===== config.mk =====
export PLATFORM = sky130hd
export DESIGN_NAME = pue_mul
export DESIGN_NICKNAME = d
export VERILOG_FILES = /design/src/rtl/pue_mul.sv
export SDC_FILE = /design/constraint.sdc
export NUM_CORES = 2
export LEC_CHECK = 0
export BUFFER_PORTS_ARGS = -buffer_cell sky130_fd_sc_hd__buf_4
export CAP_MARGIN = 15
export CORE_UTILIZATION = 50
export DETAILED_ROUTE_END_ITERATION = 8
export GPL_TIMING_DRIVEN = 0
export PLACE_DENSITY = 0.68
export SLEW_MARGIN = 10
export SYNTH_ARGS = -nofsm -noshare
export SYNTH_HDL_FRONTEND = slang
export SYNTH_SLANG_ARGS = --single-unit

===== constraint.sdc =====
create_clock -name clk_i -period 8.7 [get_ports clk_i]
set_input_delay 0.435 -clock clk_i [delete_from_list [all_inputs] [get_ports clk_i]]
set_output_delay 0.435 -clock clk_i [all_outputs]
set_load 0.1 [all_outputs]

===== src/rtl/pue_mul.sv =====
// ----------------------------------------------------------------------------
// Shared multiplier
// Unsigned 32x32 multiply with a registered 64 bit product.
// ----------------------------------------------------------------------------
module pue_mul (
  input  logic        clk_i,
  input  logic [31:0] a_i,
  input  logic [31:0] b_i,
  output logic [63:0] p_o
);
  logic [63:0] p_q;

  // product register
  always_ff @(posedge clk_i) begin
    p_q <= 64'(a_i) * 64'(b_i);
  end

  assign p_o = p_q;

endmodule


---- Yosys cells after proc, flatten, opt, wreduce, memory -nomap -nowiden ----
Cells that the tools add are included.
storage, ports and cells
  bits in registers ....................... 64
cells by class
  multiply operators ...................... 1
operator list
  kind                          count
  multiplier 32 x 32 -> 64 bit  1

---- Longest topological paths before layout ----
  depth after elaboration ................. 1
  mapped depth ............................ 29

---- Worst setup path before layout ----
No wires, ideal clock.
  path type ............................... input -> register
  from .................................... input port a_i[25]
  to ...................................... register p_q[62], in the netlist p_o[62]
  data arrival time ....................... 7.116 ns
  data required time ...................... 8.628 ns
  cell stages on the path ................. 25
  library setup time ...................... 0.072 ns
  path slack .............................. 1.512 ns
  cell sequence ........................... clkbuf_1 > nand2_1 > fa_1 > inv_1 > fa_1 > inv_1 > fa_1 > inv_1 > fa_1 > fa_1 > fa_1 > fa_1 > inv_1 > fa_1 > inv_1 > ha_1 > buf_2 > nand4_1 > or4_1 > or3_1 > a31oi_1 > a31o_2 > a211oi_1 > o21ai_1 > xor2_1
between the ends
  word-level cells in the longest chain between the ends .. 1
ends and longest elaborated chain
  element                       line  source
  start: declaration            7     input logic [31:0] a_i,
  multiplier 32 x 32 -> 64 bit  15    p_q <= 64'(a_i) * 64'(b_i);
  end signal: assignment        15
  end: declaration              11    logic [63:0] p_q;
Every way passes these cells.

---- Worst setup path after layout ----
  from .................................... input port a_i[13]
  to ...................................... register p_q[62], in the netlist p_o[62]
The elaborated chain is that of the path after synthesis.

==> results.json <==
{
  "status": "completed",
  "path_clk_slew_ns": 0.06,
  "drt_pre_antenna_iters": 5,
  "grt.overflow.total": 0,
  "drt-initial-drc-count": 2659,
  "wl_um": 129000,
  "synth_nets": 4972,
  "cts_tree": "built",
  "yosysMostFrequentCell": "fa_1",
  "worst_setup_path_start_kind": "input pin",
  "dp_hpwl_um": 108000,
  "tightestPinTransition_ns": 1.27,
  "synth_seq_area_share": 0.0369,
  "slowest_stage": "clkbuf_1",
  "synth.area.mux_share": 0.000289,
  "gp_congestion": 1.09,
  "fin_crit_sh": 0.988,
  "final_max_slew_viol_count": 0,
  "postSynthCellCount": 3748,
  "hold_depth": 2,
  "drc_errors": 0,
  "fin_ws_ns": 0.106,
  "synth_simple_gate_area_frac": 0.176,
  "cts_sinks": 64,
  "num_vias": 27343,
  "max_slew_margin": 0.153,
  "io_pins": 129,
  "cp.required_ns": 8.98,
  "start_util": 0.506,
  "synth_top_area_cell": "fa_1",
  "min_path_type": "in -> reg",
  "synth_top_family_by_area": "adder cells",
  "wire_per_inst_um": 26.7,
  "synth_cell_type_count": 57,
  "port_buffers": 128,
  "slowest_delay_ns": 0.95,
  "post_cts_resized": 0,
  "grt_pass1_wl_um": 188000,
  "fmax_mhz": 116,
  "layout-drive-gt1-share": 0.0442,
  "critPathTopFamily": "adder cells",
  "ys_top_cells_by_count": "fa_1 (896), inv_1 (865), and2_1 (602)",
  "yosysWarnings": 0,
  "cts.htree.levels": 3,
  "root_buffer": "clkbuf_16",
  "place_ws_ns": -0.0638,
  "detail-route-antenna-nets": 0,
  "num_rows": 96,
  "ys.flop_type": "dfxtp_1",
  "viasPerCell": 5.67,
  "yosys_register_bits": 64,
  "ys_async_sr_fraction": 0,
  "fp.dieH_um": 265,
  "cp.arrival_ns": 8.87,
  "critical_path_class": "in -> reg",
  "fp.dieW_um": 265,
  "cts_hold_buf": 0,
  "hold_viol": 0,
  "synth_enable_flop_cells": 0,
  "cts_setup_buffers": 0,
  "netlist_top_cells_area": "fa_1 (52%), and2_1 (11%), ha_1 (9.5%)",
  "maxCapViolCount": 0,
  "grt_usage": 0.378,
  "largest_reg_flops": 64,
  "final_nets": 5108,
  "rsz0062_at_grt": "false",
  "synth-compound-area-share": 0.0415,
  "area_growth_pct": 7.23,
  "core_um2": 68600,
  "syn_area_um2": 34700,
  "finalSetupViolCount": 0,
  "grt_pass1_vias": 29067,
  "crit_top_cell": "fa_1",
  "grt_max_degree": 13,
  "syn_avg_cell_area_um2": 9.25,
  "fp.dieArea_um2": 70400,
  "antenna_found_initial": 20,
  "register_area_um2": 1280,
  "nFillCells": 6476,
  "crit_fanout": 10,
  "worstSetupEndpointType": "flip-flop",
  "cts_inserted_buffers": 9,
  "cts_buffer_depth": 2,
  "min_period_ns": 8.59,
  "synthAdderAreaFrac": 0.612,
  "synth_xor_xnor_area_share": 0.0152,
  "timing.critical_path.buf_inv": 7,
  "synth_top_area_share": 0.517,
  "cp.depth": 25,
  "multi_input_area_um2": 29300
}
## logic make-up after synthesis
kind of cell	Yosys count
mux	1
buf+inv	1085
fa+ha+maj	1159
compound gates	202
flops	64
simple gates	1177
xor+xnor	60
## metrics by stage
stage / TNS, ns / hold WS, ns / area [µm²] / utilization / instances
finish: 0 / 0.364 / 37200 / 0.542 / 4826
global route: 0 / 0.341 / 37200 / 0.542 / 4821
CTS: 0 / 0.354 / 37200 / 0.542 / 4823
detailed placement: -0.0638 / 0.715 / 36800 / 0.537 / 4807
global placement: -0.0402 / 0.709 / 36800 / 0.537 / 4807
floorplan: 0 / 0.562 / 34700 / - / 3748
## area by class of cell
type                       count  share of cell area
antenna                        6            0.000404
buffer                       216              0.0225
clock buffer                  10             0.00643
clock inverter                 6             0.00310
inverter                     865              0.0873
multi-input combinational   2599               0.788
sequential                    64              0.0345
tap                          931              0.0313
timing repair buffer         129              0.0261
## per-layer routing
layer | share of wire | routed length [µm] | up-vias | track usage
li1 | - | - | 11132 | -
met1 | 0.35 | 45000 | 14042 | 0.468
met2 | 0.45 | 57600 | 1676 | 0.583
met3 | 0.11 | 13600 | 491 | 0.0738
met4 | 0.096 | 12400 | 2 | 0.294
met5 | 0.00016 | 20 | - | 0
## path summary, 6_finish.rpt
| check | from | endpoint | slack [ns] |
|---|---|---|---|
| worst max-delay path | a_i[13] | p_o[62]$_DFF_P_ | 0.11 |
| worst min-delay path | b_i[0] | p_o[0]$_DFF_P_ | 0.36 |
## cell usage in the layout (no fill, tap or decap), drive strengths merged, types with 12 or more instances in the layout
| master | instances |
|---|---|
| nand2 | 480 |
| a31oi | 12 |
| inv | 866 |
| xnor2 | 35 |
| o21ai | 26 |
| and3 | 14 |
| nand4 | 23 |
| clkbuf | 217 |
| ha | 263 |
| a21oi | 66 |
| a21o | 40 |
| xor2 | 25 |
| fa | 896 |
| dfxtp | 64 |
| buf | 136 |
| nor2 | 20 |
| and2 | 602 |
Power is not shown: default switching activity piles up to over one toggle a cycle in this logic, so the estimate is an artifact.
